--- config.mk ---
export PLATFORM = sky130hd
export DESIGN_NAME = modbus_rtu_slave_frame_engine
export DESIGN_NICKNAME = d
export VERILOG_FILES = /design/src/rtl/mrsfe_pkg.sv /design/src/rtl/mrsfe_rx.sv /design/src/rtl/mrsfe_tx.sv /design/src/rtl/modbus_rtu_slave_frame_engine.sv
export SDC_FILE = /design/constraint.sdc
export NUM_CORES = 1
export LEC_CHECK = 0
export BUFFER_PORTS_ARGS = -buffer_cell sky130_fd_sc_hd__clkbuf_2
export CORE_MARGIN = 8
export CORE_UTILIZATION = 45
export CTS_CLUSTER_DIAMETER = 50
export CTS_CLUSTER_SIZE = 28
export DETAILED_ROUTE_END_ITERATION = 8
export GPL_TIMING_DRIVEN = 0
export HOLD_SLACK_MARGIN = 0.08
export PLACE_DENSITY = 0.67
export SETUP_SLACK_MARGIN = 0.4
export SLEW_MARGIN = 20
export SYNTH_ARGS = -nofsm -noshare
export SYNTH_HDL_FRONTEND = slang
export SYNTH_SLANG_ARGS = --single-unit
--- constraint.sdc ---
create_clock -name clk -period 6.4 [get_ports clk]
set_input_delay 1.28 -clock clk [delete_from_list [all_inputs] [get_ports clk]]
set_output_delay 1.28 -clock clk [all_outputs]
set_load 0.01 [all_outputs]
--- src/rtl/mrsfe_pkg.sv ---
// Shared types and constants for the Modbus RTU slave frame engine.
package mrsfe_pkg;

	typedef struct packed {
		logic       req_type;
		logic [7:0] rx_byte;
	} in_beat_t;

	typedef struct packed {
		logic [7:0] tx_byte;
		logic       last_byte;
	} out_beat_t;

	// Register indexes.
	localparam logic [2:0] REG_SLAVE_ID      = 3'd0;
	localparam logic [2:0] REG_TIMING_ENABLE = 3'd1;
	localparam logic [2:0] REG_GAP_START     = 3'd2;
	localparam logic [2:0] REG_GAP_BYTE      = 3'd3;
	localparam logic [2:0] REG_IDLE_TIMEOUT  = 3'd4;
	localparam logic [2:0] REG_TICK_CEILING  = 3'd5;

	// Function codes.
	localparam logic [7:0] FC_READ_HOLD   = 8'h03;
	localparam logic [7:0] FC_WRITE_ONE   = 8'h06;
	localparam logic [7:0] FC_WRITE_MULTI = 8'h10;
	localparam logic [7:0] FC_READ_WRITE  = 8'h17;

	localparam int          WBUF_DEPTH = 16;
	localparam int          RESP_WORDS = 16;
	localparam logic [15:0] CRC_POLY   = 16'hA001;
	localparam logic [15:0] CRC_INIT   = 16'hFFFF;

	// Request from the parser to the response unit.
	typedef struct packed {
		logic [15:0] read_start;
		logic [15:0] read_quantity;
		logic [15:0] write_start;
		logic [7:0]  word_count;
	} job_t;

	function automatic logic [15:0] crc_step(input logic [15:0] c, input logic [7:0] b);
		logic [15:0] x;
		x = c ^ {8'h00, b};
		for (int k = 0; k < 8; k++)
			x = x[0] ? ((x >> 1) ^ CRC_POLY) : (x >> 1);
		return x;
	endfunction

endpackage

--- src/rtl/mrsfe_rx.sv ---
// Front part: tick timing, frame parser, receive CRC and write-word capture.
module mrsfe_rx (
	input  logic                 clk,
	input  logic                 arst_n,
	input  logic                 in_valid,
	output logic                 in_stall,
	input  mrsfe_pkg::in_beat_t  in_data,
	input  logic [7:0]           slave_id,
	input  logic                 timing_enable,
	input  logic [7:0]           gap_start,
	input  logic [7:0]           gap_byte,
	input  logic [7:0]           idle_timeout,
	input  logic [7:0]           tick_ceiling,
	output logic                 job_valid,
	input  logic                 job_stall,
	output mrsfe_pkg::job_t      job,
	input  logic [3:0]           wb_addr,
	output logic [15:0]          wb_data
);
	import mrsfe_pkg::*;

	typedef enum logic [3:0] {
		PH_IDLE, PH_FCODE, PH_RS_HI, PH_RS_LO, PH_RQ_HI, PH_RQ_LO, PH_WS_HI, PH_WS_LO,
		PH_WQ_HI, PH_WQ_LO, PH_BCNT, PH_D_HI, PH_D_LO, PH_C_HI, PH_C_LO
	} phase_t;

	phase_t      phase_q;
	logic [15:0] crc_q;
	logic [7:0]  tick_q, fcode_q, wbytes_q, bidx_q, wcount_q, hold_q;
	logic [15:0] rs_q, rq_q, ws_q;
	logic        job_valid_q;
	logic [15:0] wwords_q [WBUF_DEPTH];

	logic        acc;
	logic [15:0] crc_nx;
	logic [8:0]  tick_inc;
	logic [7:0]  b;
	logic        start_ok;

	// One pending job; block input while it waits so write words stay put.
	assign in_stall  = job_valid_q;
	assign acc       = in_valid && !in_stall;
	assign b         = in_data.rx_byte;
	assign crc_nx    = crc_step(crc_q, b);
	assign tick_inc  = {1'b0, tick_q} + 9'd1;
	assign start_ok  = (!timing_enable || tick_q >= gap_start) && b == slave_id;
	assign job_valid = job_valid_q;
	assign job       = '{read_start: rs_q, read_quantity: rq_q, write_start: ws_q,
	                     word_count: wcount_q};
	assign wb_data   = wwords_q[wb_addr];

	always_ff @(posedge clk) begin
		if (acc && !in_data.req_type && phase_q == PH_D_LO
		    && !(timing_enable && tick_q > gap_byte) && wcount_q < 8'(WBUF_DEPTH))
			wwords_q[wcount_q[3:0]] <= {hold_q, b};
	end

	always_ff @(posedge clk or negedge arst_n) begin
		if (!arst_n) begin
			phase_q <= PH_IDLE; crc_q <= '0; tick_q <= '0; fcode_q <= '0;
			rs_q <= '0; rq_q <= '0; ws_q <= '0; wbytes_q <= '0; bidx_q <= '0;
			wcount_q <= '0; hold_q <= '0; job_valid_q <= 1'b0;
		end else begin
			if (job_valid_q && !job_stall)
				job_valid_q <= 1'b0;
			if (acc && in_data.req_type) begin
				if (tick_inc > {1'b0, tick_ceiling}) tick_q <= tick_ceiling;
				else tick_q <= tick_inc[7:0];
				if (timing_enable && phase_q != PH_IDLE
				    && ((tick_inc > {1'b0, tick_ceiling}) ? tick_ceiling : tick_inc[7:0])
				       > idle_timeout)
					phase_q <= PH_IDLE;
			end else if (acc) begin
				tick_q <= '0;
				// a matching start byte restarts the CRC
				crc_q  <= (phase_q == PH_IDLE && start_ok) ? crc_step(CRC_INIT, b) : crc_nx;
				if (phase_q == PH_IDLE) begin
					if (start_ok)
						phase_q <= PH_FCODE;
				end else if (timing_enable && tick_q > gap_byte) begin
					phase_q <= PH_IDLE;
				end else begin
					unique case (phase_q)
						PH_FCODE: begin
							fcode_q <= b;
							if (b == FC_READ_WRITE || b == FC_READ_HOLD) phase_q <= PH_RS_HI;
							else if (b == FC_WRITE_ONE || b == FC_WRITE_MULTI)
								phase_q <= PH_WS_HI;
							else phase_q <= PH_IDLE;
						end
						PH_RS_HI: begin rs_q[15:8] <= b; phase_q <= PH_RS_LO; end
						PH_RS_LO: begin rs_q[7:0] <= b; phase_q <= PH_RQ_HI; end
						PH_RQ_HI: begin rq_q[15:8] <= b; phase_q <= PH_RQ_LO; end
						PH_RQ_LO: begin
							rq_q[7:0] <= b;
							phase_q <= (fcode_q == FC_READ_WRITE) ? PH_WS_HI : PH_C_HI;
						end
						PH_WS_HI: begin ws_q[15:8] <= b; phase_q <= PH_WS_LO; end
						PH_WS_LO: begin
							ws_q[7:0] <= b;
							if (fcode_q == FC_WRITE_ONE) begin
								wbytes_q <= 8'd2; bidx_q <= '0; wcount_q <= '0;
								phase_q <= PH_D_HI;
							end else phase_q <= PH_WQ_HI;
						end
						PH_WQ_HI: phase_q <= PH_WQ_LO;
						PH_WQ_LO: phase_q <= PH_BCNT;
						PH_BCNT: begin
							wbytes_q <= b; bidx_q <= '0; wcount_q <= '0;
							phase_q <= PH_D_HI;
						end
						PH_D_HI: begin hold_q <= b; phase_q <= PH_D_LO; end
						PH_D_LO: begin
							bidx_q   <= bidx_q + 8'd2;
							wcount_q <= wcount_q + 8'd1;
							phase_q  <= (8'(bidx_q + 8'd2) == wbytes_q) ? PH_C_HI : PH_D_HI;
						end
						PH_C_HI: phase_q <= PH_C_LO;
						PH_C_LO: begin
							phase_q <= PH_IDLE;
							if (crc_nx == 16'h0000 && fcode_q == FC_READ_WRITE)
								job_valid_q <= 1'b1;
						end
						default: phase_q <= PH_IDLE;
					endcase
				end
			end
		end
	end

endmodule

--- src/rtl/mrsfe_tx.sv ---
// Back part: register write sweep, then response bytes with CRC.
module mrsfe_tx #(
	parameter int REG_COUNT = 16
) (
	input  logic                 clk,
	input  logic                 arst_n,
	input  logic                 job_valid,
	output logic                 job_stall,
	input  mrsfe_pkg::job_t      job,
	output logic [3:0]           wb_addr,
	input  logic [15:0]          wb_data,
	input  logic [7:0]           slave_id,
	output logic                 out_valid,
	input  logic                 out_stall,
	output mrsfe_pkg::out_beat_t out_data
);
	import mrsfe_pkg::*;

	localparam int RW = (REG_COUNT > 1) ? $clog2(REG_COUNT) : 1;

	typedef enum logic [2:0] {
		S_IDLE, S_WRITE, S_HEAD, S_DATA, S_CRC_LO, S_CRC_HI
	} state_t;

	state_t      state_q;
	logic [15:0] regs_q [REG_COUNT];
	job_t        job_q;
	logic [4:0]  cnt_q, nw_q, nr_q;
	logic [1:0]  hcnt_q;
	logic        half_q;
	logic [15:0] crc_q;
	logic        ov_q;
	out_beat_t   od_q;

	logic [16:0] wlim, rend;
	logic [4:0]  nw, nr;
	logic [15:0] rval;
	logic [7:0]  nb;
	logic        send;
	logic        emit;

	assign job_stall = (state_q != S_IDLE);
	assign wb_addr   = cnt_q[3:0];
	assign out_valid = ov_q;
	assign out_data  = od_q;
	assign send      = !ov_q || !out_stall;
	assign emit      = send && (state_q == S_HEAD || state_q == S_DATA
	                            || state_q == S_CRC_LO || state_q == S_CRC_HI);

	// Word counts for the write and read parts.
	always_comb begin
		wlim = 17'(REG_COUNT) - {1'b0, job.write_start};
		if (job.write_start >= 16'(REG_COUNT)) nw = '0;
		else if ({9'd0, job.word_count} > wlim && wlim < 17'(WBUF_DEPTH)) nw = wlim[4:0];
		else if (job.word_count > 8'(WBUF_DEPTH)) nw = 5'(WBUF_DEPTH);
		else nw = job.word_count[4:0];
		rend = {1'b0, job.read_start} + {1'b0, job.read_quantity};
		if (rend > 17'(REG_COUNT)) rend = 17'(REG_COUNT);
		if (job.read_start >= 16'(REG_COUNT)) nr = '0;
		else if (17'(rend - {1'b0, job.read_start}) > 17'(RESP_WORDS)) nr = 5'(RESP_WORDS);
		else nr = 5'(rend - {1'b0, job.read_start});
	end

	assign rval = regs_q[RW'(job_q.read_start[RW-1:0] + RW'(cnt_q))];

	always_comb begin
		unique case (hcnt_q)
			2'd0:    nb = slave_id;
			2'd1:    nb = FC_READ_WRITE;
			default: nb = 8'(job_q.read_quantity << 1);
		endcase
	end

	always_ff @(posedge clk or negedge arst_n) begin
		if (!arst_n) begin
			state_q <= S_IDLE; ov_q <= 1'b0;
			for (int i = 0; i < REG_COUNT; i++) regs_q[i] <= '0;
			cnt_q <= '0; nw_q <= '0; nr_q <= '0; hcnt_q <= '0; half_q <= 1'b0;
			crc_q <= '0; od_q <= '0; job_q <= '0;
		end else begin
			if (emit) ov_q <= 1'b1;
			else if (!out_stall) ov_q <= 1'b0;
			unique case (state_q)
				S_IDLE: if (job_valid) begin
					job_q <= job; nw_q <= nw; nr_q <= nr; cnt_q <= '0;
					state_q <= S_WRITE;
				end
				S_WRITE: begin
					if (cnt_q == nw_q) begin
						cnt_q <= '0; hcnt_q <= '0; crc_q <= CRC_INIT; state_q <= S_HEAD;
					end else begin
						regs_q[RW'(job_q.write_start[RW-1:0] + RW'(cnt_q))] <= wb_data;
						cnt_q <= cnt_q + 5'd1;
					end
				end
				S_HEAD: if (send) begin
					od_q <= '{tx_byte: nb, last_byte: 1'b0};
					crc_q <= crc_step(crc_q, nb);
					hcnt_q <= hcnt_q + 2'd1; half_q <= 1'b0;
					if (hcnt_q == 2'd2) state_q <= (nr_q == 5'd0) ? S_CRC_LO : S_DATA;
				end
				S_DATA: if (send) begin
					od_q <= '{tx_byte: half_q ? rval[7:0] : rval[15:8], last_byte: 1'b0};
					crc_q <= crc_step(crc_q, half_q ? rval[7:0] : rval[15:8]);
					half_q <= !half_q;
					if (half_q) begin
						cnt_q <= cnt_q + 5'd1;
						if (cnt_q + 5'd1 == nr_q) state_q <= S_CRC_LO;
					end
				end
				S_CRC_LO: if (send) begin
					od_q <= '{tx_byte: crc_q[7:0], last_byte: 1'b0};
					state_q <= S_CRC_HI;
				end
				S_CRC_HI: if (send) begin
					od_q <= '{tx_byte: crc_q[15:8], last_byte: 1'b1};
					state_q <= S_IDLE;
				end
				default: state_q <= S_IDLE;
			endcase
		end
	end

endmodule

--- src/rtl/modbus_rtu_slave_frame_engine.sv ---
// Top level of the Modbus RTU slave frame engine.
//
//  channel | direction | beat            | handshake
//  in      | in        | in_beat_t       | in_valid / in_stall
//  out     | out       | out_beat_t      | out_valid / out_stall
//  cfg     | in        | index 3b, 8b    | cfg_we
//
// A good 0x17 frame hands one job to the response unit through a one-entry
// slot; the parser stalls while the slot is full. The response unit first
// writes the received words into its registers, then sends one response
// byte per cycle when out is not stalled. Reset clears all control state and
// the holding registers at once.
module modbus_rtu_slave_frame_engine #(
	parameter int REG_COUNT = 16
) (
	input  logic                 clk,
	input  logic                 arst_n,
	input  logic                 in_valid,
	output logic                 in_stall,
	input  mrsfe_pkg::in_beat_t  in_data,
	output logic                 out_valid,
	input  logic                 out_stall,
	output mrsfe_pkg::out_beat_t out_data,
	input  logic                 cfg_we,
	input  logic [2:0]           cfg_index,
	input  logic [7:0]           cfg_data
);
	import mrsfe_pkg::*;

	logic [7:0] slave_id_q, gap_start_q, gap_byte_q, idle_timeout_q, tick_ceiling_q;
	logic       timing_enable_q;
	logic       job_valid, job_stall;
	job_t       job;
	logic [3:0] wb_addr;
	logic [15:0] wb_data;

	// Configuration registers.
	always_ff @(posedge clk or negedge arst_n) begin
		if (!arst_n) begin
			slave_id_q <= 8'd1; timing_enable_q <= 1'b1; gap_start_q <= 8'd2;
			gap_byte_q <= 8'd1; idle_timeout_q <= 8'd10; tick_ceiling_q <= 8'd255;
		end else if (cfg_we) begin
			unique case (cfg_index)
				REG_SLAVE_ID:      slave_id_q      <= cfg_data;
				REG_TIMING_ENABLE: timing_enable_q <= cfg_data[0];
				REG_GAP_START:     gap_start_q     <= cfg_data;
				REG_GAP_BYTE:      gap_byte_q      <= cfg_data;
				REG_IDLE_TIMEOUT:  idle_timeout_q  <= cfg_data;
				REG_TICK_CEILING:  tick_ceiling_q  <= cfg_data;
				default: ;
			endcase
		end
	end

	mrsfe_rx u_rx (
		.clk, .arst_n, .in_valid, .in_stall, .in_data,
		.slave_id(slave_id_q), .timing_enable(timing_enable_q),
		.gap_start(gap_start_q), .gap_byte(gap_byte_q),
		.idle_timeout(idle_timeout_q), .tick_ceiling(tick_ceiling_q),
		.job_valid, .job_stall, .job, .wb_addr, .wb_data
	);

	mrsfe_tx #(.REG_COUNT(REG_COUNT)) u_tx (
		.clk, .arst_n, .job_valid, .job_stall, .job, .wb_addr, .wb_data,
		.slave_id(slave_id_q), .out_valid, .out_stall, .out_data
	);

endmodule

==> results of run 1 <==
[state kept, by name (all words and copies together), names as in the netlist, 9 cells and up]
register and flops:
u_rx.wwords_q 256, u_tx.regs_q 256, u_rx.crc_q 16, u_rx.rq_q 16, u_rx.rs_q 16, u_rx.ws_q 16, u_tx.crc_q 16, u_tx.job_q 15
u_tx.out_data 9
[final timing paths]
path | startpoint | to | cells after the start | slack, ns
worst min register to register | u_tx.out_data[8]$_DFFE_PN0P_ | u_tx.out_data[8]$_DFFE_PN0P_ | 2 | 0.48
worst min-delay path | u_tx.out_data[8]$_DFFE_PN0P_ | u_tx.out_data[8]$_DFFE_PN0P_ | 2 | 0.48
min in group asynchronous | arst_n | u_tx.regs_q[102]$_DFFE_PN0P_ | 1 | 0.64
worst max-delay path | u_rx.rq_q[0]$_DFFE_PN0P_ | u_tx.nr_q[4]$_DFFE_PN0P_ | 21 | 0.63
worst max register to register | u_rx.rq_q[0]$_DFFE_PN0P_ | u_tx.nr_q[4]$_DFFE_PN0P_ | 21 | 0.63
max in group asynchronous | arst_n | tick_ceiling_q[3]$_DFFE_PN1P_ | 3 | 4.38
[power by group through the flow]
stage,logic (mW),registers (mW),clock network [mW]
final,5.02,5.58,5.26
after global routing,5.48,5.62,5.53
after CTS,5.04,5.57,5.35
after detailed placement,4.99,5.67,0
after global placement,4.90,5.64,0
after floorplan,3.65,5.55,0
[per-stage QoR]
step / hold WS (ns) / utilization
after floorplan: 0.454 / -
after global placement: 0.479 / 0.471
after detailed placement: 0.473 / 0.477
after CTS: 0.488 / 0.518
after global routing: 0.510 / 0.519
final: 0.478 / 0.519
[synthesized netlist by cell type, types with 5 or more instances]
library cell and count:
sky130_fd_sc_hd__o22a_1 6, sky130_fd_sc_hd__dfstp_2 14, sky130_fd_sc_hd__o21bai_1 9, sky130_fd_sc_hd__nand2_1 165, sky130_fd_sc_hd__a221oi_1 8, sky130_fd_sc_hd__dfrtp_1 461
sky130_fd_sc_hd__nor2_1 107, sky130_fd_sc_hd__mux2i_1 39, sky130_fd_sc_hd__a21o_1 24, sky130_fd_sc_hd__mux2_2 360, sky130_fd_sc_hd__clkbuf_1 98, sky130_fd_sc_hd__o21ai_0 125
sky130_fd_sc_hd__o21a_1 28, sky130_fd_sc_hd__buf_2 8, sky130_fd_sc_hd__nor3b_1 6, sky130_fd_sc_hd__o22ai_1 6, sky130_fd_sc_hd__o31ai_1 10, sky130_fd_sc_hd__xnor2_1 104
sky130_fd_sc_hd__nand2b_1 25, sky130_fd_sc_hd__a211oi_1 10, sky130_fd_sc_hd__ha_1 97, sky130_fd_sc_hd__nor4_1 10, sky130_fd_sc_hd__a31oi_1 11, sky130_fd_sc_hd__nand4_1 15
sky130_fd_sc_hd__nor3_1 31, sky130_fd_sc_hd__o221ai_1 8, sky130_fd_sc_hd__nor2b_1 17, sky130_fd_sc_hd__nand3_1 45, sky130_fd_sc_hd__a22o_1 19, sky130_fd_sc_hd__inv_1 84
sky130_fd_sc_hd__xor2_1 54, sky130_fd_sc_hd__edfxtp_1 256, sky130_fd_sc_hd__a21oi_1 56, sky130_fd_sc_hd__mux4_2 148, sky130_fd_sc_hd__buf_1 11, sky130_fd_sc_hd__or3_1 5
sky130_fd_sc_hd__and3_1 10
[timing repair]
action                                  CTS  global route
gates resized for setup                  10            18
gates cloned                              0             0
endpoints found under the hold margin     0             0
endpoints found under the setup margin   12             7
setup buffers                             1             3
pin swaps                                 2             9
[cell type report]
type,count,area [um2],area share
multi-input cells,1645,15300,0.376
clock inverters,70,883,0.0216
flip-flops and latches,731,19600,0.480
repair buffers,63,564,0.0138
clock buffers,93,2280,0.0559
inverters,85,319,0.00782
well taps,1050,1310,0.0322
plain buffers,124,526,0.0129
[kinds of logic after synthesis]
group | Yosys count | share of synthesized area
DFF | 731 | 0.551
muxes | 548 | 0.219
and+or+nand+nor | 465 | 0.0620
AOI/OAI and AO/OA | 360 | 0.0673
buffers and inverters | 209 | 0.0234
xor gates and xnor gates | 160 | 0.0400
adders and majority gates | 101 | 0.0364
other | 1 | 0.000106
[cell usage in the layout (no fill, tap or decap), types with 9 or more instances in the layout]
cell type                   instances
sky130_fd_sc_hd__buf_1              9
sky130_fd_sc_hd__clkbuf_16         90
sky130_fd_sc_hd__inv_6             16
sky130_fd_sc_hd__nand3_1           45
sky130_fd_sc_hd__nand2_1          165
sky130_fd_sc_hd__buf_6              9
sky130_fd_sc_hd__inv_8             12
sky130_fd_sc_hd__clkinv_8          12
sky130_fd_sc_hd__mux4_2           148
sky130_fd_sc_hd__o21bai_1           9
sky130_fd_sc_hd__buf_4             15
sky130_fd_sc_hd__nor2_1            95
sky130_fd_sc_hd__nor2b_1           17
sky130_fd_sc_hd__edfxtp_1         256
sky130_fd_sc_hd__ha_1              96
sky130_fd_sc_hd__dfstp_2           14
sky130_fd_sc_hd__o31ai_1            9
sky130_fd_sc_hd__conb_1            11
sky130_fd_sc_hd__clkinv_4           9
sky130_fd_sc_hd__a21oi_1           56
sky130_fd_sc_hd__o21ai_0          120
sky130_fd_sc_hd__mux2_2           360
sky130_fd_sc_hd__nand2b_1          25
sky130_fd_sc_hd__a22o_1            19
sky130_fd_sc_hd__mux2i_1           38
sky130_fd_sc_hd__xor2_1            54
sky130_fd_sc_hd__clkbuf_2          42
sky130_fd_sc_hd__clkbuf_1          91
sky130_fd_sc_hd__inv_1             84
sky130_fd_sc_hd__xnor2_1          104
sky130_fd_sc_hd__a21o_1            24
sky130_fd_sc_hd__nor3_1            23
sky130_fd_sc_hd__a31oi_1           11
sky130_fd_sc_hd__o21a_1            28
sky130_fd_sc_hd__a211oi_1          10
sky130_fd_sc_hd__nand4_1           15
sky130_fd_sc_hd__and3_1            10
sky130_fd_sc_hd__dfrtp_1          461
sky130_fd_sc_hd__buf_2              9
[worst min-delay path: cells and delay by family, from the launching register on]
kind / cells / cell delay, ns
flops: 1 / 0.34
compound gates: 1 / 0.06
simple gates: 1 / 0.04
[routing by layer]
layer | vias up | routed length, um | global-route usage
met5 | - | 0 | 0
met4 | 0 | 2250 | 0.0570
met3 | 148 | 4290 | 0.0337
met2 | 598 | 45500 | 0.352
met1 | 11600 | 37700 | 0.256
li1 | 9941 | - | -
==> results by stage, run 1 <==
Setup path:
- Along the worst path, the maximum fanout reaches 6.
- For this design, the slowest cell found on the critical path is sky130_fd_sc_hd__or4_1.
- The worst setup path is captured at a register.
- In this design, the largest share of critical-path delay is due to compound AO/OA/AOI/OAI gates.
- Traced cell by cell, the critical path runs through ha_1 > fa_1 > a21o_1 > a221oi_4 > nor3_1 > or4_1 > o2111ai_1 > a2111oi_4 > and3_4 > ha_1 > o21ai_1 > a21oi_1 > a221o_1 > a31o_2 > a21o_1 > a21o_1 > a31oi_1 > xnor2_1 > nor4_2 > nand4b_1 > a22o_1.
- The longest individual stage delay on the worst path is 0.54 ns.
- For the worst setup path, the data arrival time is 6.28 ns.
- Among the stages of the critical path, the cell type that occurs most often is sky130_fd_sc_hd__a21o_1.
- The kind of critical path is register to register.
- The number of buffers and inverters on the critical path is 0.
- The required time at the worst-slack endpoint is 6.91 ns.
- STA classifies the critical path startpoint as a register.

Clock network:
- TritonCTS built the clock tree.
- The number of buffers created by CTS is 87.
- After clock tree synthesis, the clock-pin slew on the worst setup and hold paths is 0.07 ns.
- Counting along the longest clock path gives a buffer depth of 3.
- The clock drives 731 sinks.
- The root buffer cell chosen for the clock tree is sky130_fd_sc_hd__clkbuf_16.
- For this design, the CTS-stage hold fixing added 0 buffers.
- For the worst-skew pair, the clock arrives at the later sink with an insertion delay of 0.65 ns.
- The clock tree synthesis step divided the H-tree into 3 levels.

Timing:
- The setup TNS after final layout is 0 ns.
- Setup repair after global routing left no endpoint under its margin.
- The worst-case clock skew is 0.0417 ns.
- The post-route minimum period is 5.77 ns.
- Based on the critical path, the design can be clocked at up to 173 MHz.
- In the post-route analysis, the smallest setup slack over all paths is 0.630 ns.
- For the pin with the worst max-slew slack, the measured transition is 1.13 ns.
- Dividing the final minimum period by the clock period gives 0.902.
- The final number of hold-violating endpoints is 0.
- The number of max-slew violations in the final report came to 0.
- Setup violations remaining at the end of the flow were counted as 0.
- The headroom to the max-slew limit is 0.245.

Pwr:
- The total power after layout is 15.9 mW.
- For this design the static power due to leakage is 17.6 nW.
- The share of total power dissipated in the clock network is 0.332.
- Power spread over the standard cell area amounts to 389 mW/mm2.
- The fraction of power spent switching nets is 0.341.
- Internal power comes to 10.5 mW.
- The maximum vdd drop is 0.415 mV.
- The logic gate share of total power is 0.316.
- Summed over all nets, the switching power comes to 5.41 mW.
- The sequential share of power is 0.352.

Placement:
- The count of buffers added on input and output ports is 34.
- Routability-driven placement finished with a final weighted congestion of 0.910.
- The number of placed instances, taps included, is 3694.
- The instance area after placement is 0.0375 mm2.
- The minimum setup slack after placement is -0.452 ns.
- The HPWL reported at the end of detailed placement is 62300 um.

Layout:
- 0 antenna diodes ended up in the layout.
- The finished layout holds 3861 standard cells, fillers aside.
- In the final layout, the share of cells above drive strength 1 is 0.294.
- The area growth from synthesis to layout is 14.9%.
- The count of nets after finishing is 2863.
- After routing the design area is 0.0408 mm2.
- The filler cells instantiated in the layout total 6600.

Die:
- The initial core utilization is 0.452.
- The die height is 297 um.
- The placeable core region is 0.0786 mm2.
- The width of the die is 297 um.
- The die covers 0.0882 mm2.
- The cell row count is 103.
- The number of placed I/O pins is 36.

Yosys:
- The share of synthesized area occupied by flip-flops and latches is 0.551.
- Of the post-synthesis cell area, the dominant cell type holds 0.325.
- The post-synthesis cell type with the largest combined area is sky130_fd_sc_hd__dfrtp_1.
- Ranked by total cell area, the synthesized netlist is headed by sky130_fd_sc_hd__dfrtp_1, sky130_fd_sc_hd__edfxtp_1, sky130_fd_sc_hd__mux2_2.
- Counting flops and latches in the post-synthesis netlist gives 731.
- The Yosys step of the flow raised 0 warnings.
- Counting flops with an async set or reset pin after synthesis yields a share of 0.650.
- Averaged over all synthesized cells, the footprint is 13.8 um2.
- The number of instances in the synthesized netlist is 2575.
- For this run, the leading register cell type out of synthesis is sky130_fd_sc_hd__dfrtp_1.
- The post-synthesis cell type count is 83.
- The number of synthesized flops with an enable pin is 256.
- In this run the cell area of the synthesized design comes to 0.0355 mm2.

Global routing:
- For this run, the total global-route usage over all layers was measured as 0.201.
- The number of global-route vias before repair is 23.5k.
- The total congestion overflow is 0.
- The maximum number of pins on one net before global-route repair is 100.
- The global-route wire length before repair is 140000 um.
- The initial antenna violation count is 0.

Drt:
- The detailed-route via count is 22.3k.
- After detailed routing, the number of vias per cell comes to 5.77.
- The detailed router finished its first iteration with 1497 violations.
- The total wire length is 89700 um.
- Before antenna repair, the detailed router went through 5 iterations.
- In the routed design, unresolved DRC markers number 0.
- The number of antenna-violating nets in the routed design is 0.
- The routed length per placed instance is 23.2 um.

Worst hold path:
- In this run the worst hold path is classified as register to register.

Outcome:
- The run finished with clean final reports.

Run:
- The tool flagged a number of max-cap violations equal to 0.
No activity file was read; power rests on OpenSTA's default activity.
==> run 2, diff against run 1 <==
--- a/config.mk
+++ b/config.mk
@@ -8,12 +8,13 @@
 export BUFFER_PORTS_ARGS = -buffer_cell sky130_fd_sc_hd__clkbuf_2
 export CORE_MARGIN = 8
 export CORE_UTILIZATION = 45
-export CTS_CLUSTER_DIAMETER = 50
+export CTS_CLUSTER_DIAMETER = 30
 export CTS_CLUSTER_SIZE = 28
 export DETAILED_ROUTE_END_ITERATION = 8
 export GPL_TIMING_DRIVEN = 0
 export HOLD_SLACK_MARGIN = 0.08
 export PLACE_DENSITY = 0.67
+export RECOVER_POWER = 50
 export SETUP_SLACK_MARGIN = 0.4
 export SLEW_MARGIN = 20
 export SYNTH_ARGS = -nofsm -noshare
==> run 2 against run 1 <==
Effect of this change:
- cell area rose by 5.4%
- the run now ends with capacitance limit, slew limit left
- first-iteration DRC count increased by 8.1%
- worst setup slack lost 0.071 ns
- clock power increased by 56%
- hold slack worse by 0.0043 ns
- clock skew is 0.0026 ns lower
- highest routed layer unchanged
- combinational power about the same
- cell count is 3.2% higher
- sequential share of layout area is 2.5 points lower
- critical path type unchanged
- die area stayed put
- largest cell class unchanged
==> results by stage, run 2 (same netlist as run 1, synthesis figures left out) <==
Timing:
- The worst slack on hold paths is 0.474 ns (was 0.478 ns).
- The number of max-slew violations in the final report is 126 (was 0).
- The setup TNS after final layout is 0 ns (unchanged).
- The maximum clock frequency is 171 MHz (was 173 MHz).
- Setup repair after global routing missed its margin: false (unchanged).
- The final setup violation count is 0 (unchanged).
- The share of the clock period used by the worst path was 0.913 (was 0.902).
- The worst-case clock skew was 0.0391 ns (was 0.0417 ns).
- The actual transition at the worst max-transition pin was 3.68 ns (was 1.13 ns).
- The post-route minimum period was 5.84 ns (was 5.77 ns).
- The final number of hold-violating endpoints came to 0 (unchanged).
- The least setup slack across all paths after layout is 0.560 ns (was 0.630 ns).
- The headroom to the max-slew limit came to -1.45 (was 0.245).

Global routing:
- The global-route usage over all layers came to 0.209 (was 0.201).
- The global-route wire length before repair is 145000 um (was 140000 um).
- The maximum number of pins on one net before global-route repair came to 100 (unchanged).
- The number of global-route vias before repair is 24.4k (was 23.5k).
- The total congestion overflow was 0 (unchanged).
- The initial antenna violation count is 1 (was 0).

Drt:
- The detailed-route vias per instance is 5.72 (was 5.77).
- The DRC marker count from the first detailed-route iteration was 1619 (was 1497).
- The DRC violation count after routing is 0 (unchanged).
- The total wire length is 92800 um (was 89700 um).
- The detailed-route via count was 22.8k (was 22.3k).
- The iteration count of the initial detailed-routing pass is 5 (unchanged).
- The routed length per placed instance is 23.3 um (was 23.2 um).
- The number of antenna-violating nets in the routed design is 0 (unchanged).

Clock network:
- The root buffer cell is sky130_fd_sc_hd__clkbuf_16 (unchanged).
- The latest clock arrival within the worst-skew pair is 0.73 ns (was 0.65 ns).
- The clock-pin slew reported for the worst setup and hold paths after clock tree synthesis is 0.04 ns (was 0.07 ns).
- The number of buffers created by CTS is 154 (was 87).
- The largest buffer count on any clock path is 3 (unchanged).
- The TritonCTS clock tree is done (unchanged).
- The count of clock tree sinks is 731 (unchanged).
- The depth of the CTS H-tree is 4 (was 3).

Placement:
- The number of input and output port buffers inserted is 34 (unchanged).
- The HPWL reported at the end of detailed placement is 62300 um (unchanged).
- The instance area after placement is 0.0375 mm2 (unchanged).
- The minimum setup slack after placement was -0.452 ns (unchanged).
- The cell count after placement is 3694 (unchanged).
- The global placement routability congestion is 0.910 (unchanged).

Die:
- The cell row count is 103 (unchanged).
- The die height is 297 um (unchanged).
- The number of placed I/O pins was 36 (unchanged).
- The initial core utilization is 0.452 (unchanged).
- The width of the die came to 297 um (unchanged).
- The area of the die is 0.0882 mm2 (unchanged).
- The placeable core region is 0.0786 mm2 (unchanged).

Pwr:
- The total power after layout came to 18.8 mW (was 15.9 mW).
- The maximum vdd drop is 0.425 mV (was 0.415 mV).
- The leakage power figure is 18.6 nW (was 17.6 nW).
- The power density relative to cell area is 438 mW/mm2 (was 389 mW/mm2).

Layout:
- The number of antenna repair diodes is 0 (unchanged).
- The final instance count without filler cells is 3983 (was 3861).
- The number of fillers in the final layout is 6360 (was 6600).
- The area growth from synthesis to layout was 21.1% (was 14.9%).
- The leading cell type in the layout, fill and taps excluded is sky130_fd_sc_hd__dfrtp_1 (unchanged).
- The multi-input gate area in the final layout is 0.0153 mm2 (about the same).
- The register area is 0.0196 mm2 (unchanged).
- The final non-filler cell area is 0.0430 mm2 (was 0.0408 mm2).
- The final standard cell utilization of the core is 0.547 (was 0.519).
- The count of nets after finishing is 2929 (was 2863).
- The fraction of final layout cells sized beyond drive strength 1 is 0.316 (was 0.294).
- Top library cells by usage in the layout, fill and taps aside: sky130_fd_sc_hd__dfrtp_1, sky130_fd_sc_hd__mux2_2, sky130_fd_sc_hd__edfxtp_1 (unchanged).

Setup path:
- The kind of critical path is register to register (unchanged).
- The required time at the worst-slack endpoint was 6.99 ns (was 6.91 ns).
- The first element of the critical path is u_tx.cnt_q[1]$_DFFE_PN0P_ (was u_rx.rq_q[0]$_DFFE_PN0P_).
- The endpoint arrival time on the critical path is 6.43 ns (was 6.28 ns).
- The peak fanout along the critical path was 10 (was 6).
- The endpoint type of the worst setup path is a register (unchanged).
- The source of the worst register-to-register timing path is u_tx.cnt_q[1]$_DFFE_PN0P_ (was u_rx.rq_q[0]$_DFFE_PN0P_).
- The element type at the critical path start is a register (unchanged).

Worst hold path:
- The startpoint of the lowest-slack hold path was u_tx.out_data[8]$_DFFE_PN0P_ (unchanged).
- The kind of path behind the tightest hold check is register to register (unchanged).

Outcome:
- Status: finished, violations left (was completed).
- The final reports fail on capacitance limit, slew limit.

Run:
- The count of max-cap constraint violations is 2 (was 0).
## run 2: changes by cell type in the layout (fill, tap and decap cells not counted), moves of 8 or more
cell	change
sky130_fd_sc_hd__clkbuf_2	-8
sky130_fd_sc_hd__clkinv_8	-9
sky130_fd_sc_hd__clkbuf_16	+65
sky130_fd_sc_hd__clkbuf_1	+20
sky130_fd_sc_hd__clkinvlp_4	+12
sky130_fd_sc_hd__clkinv_2	+21
sky130_fd_sc_hd__inv_8	-8
sky130_fd_sc_hd__bufinv_16	+14
## run 2: critical path, cell delays in order, from the launching register on
cell and delay (ns):
sky130_fd_sc_hd__dfrtp_1 0.43, sky130_fd_sc_hd__clkbuf_1 0.32, sky130_fd_sc_hd__clkbuf_2 0.35, sky130_fd_sc_hd__clkbuf_2 0.39, sky130_fd_sc_hd__inv_1 0.16, sky130_fd_sc_hd__fa_1 0.58, sky130_fd_sc_hd__buf_4 0.23, sky130_fd_sc_hd__clkbuf_1 0.54
sky130_fd_sc_hd__mux4_2 0.42, sky130_fd_sc_hd__mux2i_1 0.20, sky130_fd_sc_hd__mux2_2 0.24, sky130_fd_sc_hd__xnor2_1 0.07, sky130_fd_sc_hd__mux2i_1 0.53, sky130_fd_sc_hd__xnor2_1 0.23, sky130_fd_sc_hd__xnor3_1 0.40, sky130_fd_sc_hd__xnor2_1 0.28
sky130_fd_sc_hd__o2111ai_1 0.14, sky130_fd_sc_hd__nor3b_1 0.18
## run 2: final cells by class
| class | count | share of cell area |
|---|---|---|
| Buffer | 124 | 0.0122 |
| Clock buffer | 174 | 0.0937 |
| Clock inverter | 112 | 0.0334 |
| Inverter | 85 | 0.00742 |
| Multi-Input combinational cell | 1645 | 0.356 |
| Sequential cell | 731 | 0.455 |
| Tap cell | 1050 | 0.0305 |
| Timing Repair Buffer | 62 | 0.0110 |
## run 2: repair_timing
item,in CTS,in global routing
hold buffers,0,0
pin swaps,2,8
setup buffers,1,2
setup endpoints to repair,13,8
resized for setup,9,19
## run 2: path summary, 6_finish.rpt
path,slack [ns],end,depth (start not counted)
worst min-delay path,0.47,u_tx.out_data[8]$_DFFE_PN0P_,2
worst max-delay path,0.56,u_tx.crc_q[0]$_DFFE_PN0P_,17
worst min register to register,0.47,u_tx.out_data[8]$_DFFE_PN0P_,2
max in group asynchronous,1.33,u_rx.crc_q[9]$_DFFE_PN0P_,3
min in group asynchronous,1.85,u_tx.regs_q[8]$_DFFE_PN0P_,1
worst max register to register,0.56,u_tx.crc_q[0]$_DFFE_PN0P_,17
## run 2: routing by layer
metal,vias up,GRT usage,routed length (um)
met2,712,0.362,47000
met5,-,0,0
met3,215,0.0439,5350
met1,11700,0.259,37700
li1,10100,-,-
met4,0,0.0721,2810
## run 2: where the power goes
group	internal (mW)	switching (mW)	total [mW]	leakage (nW)
clock	5.41	2.78	8.19	2.62
combinational	2.21	2.84	5.05	7.20
sequential	5.27	0.328	5.60	8.77
total	12.9	5.95	18.8	18.6
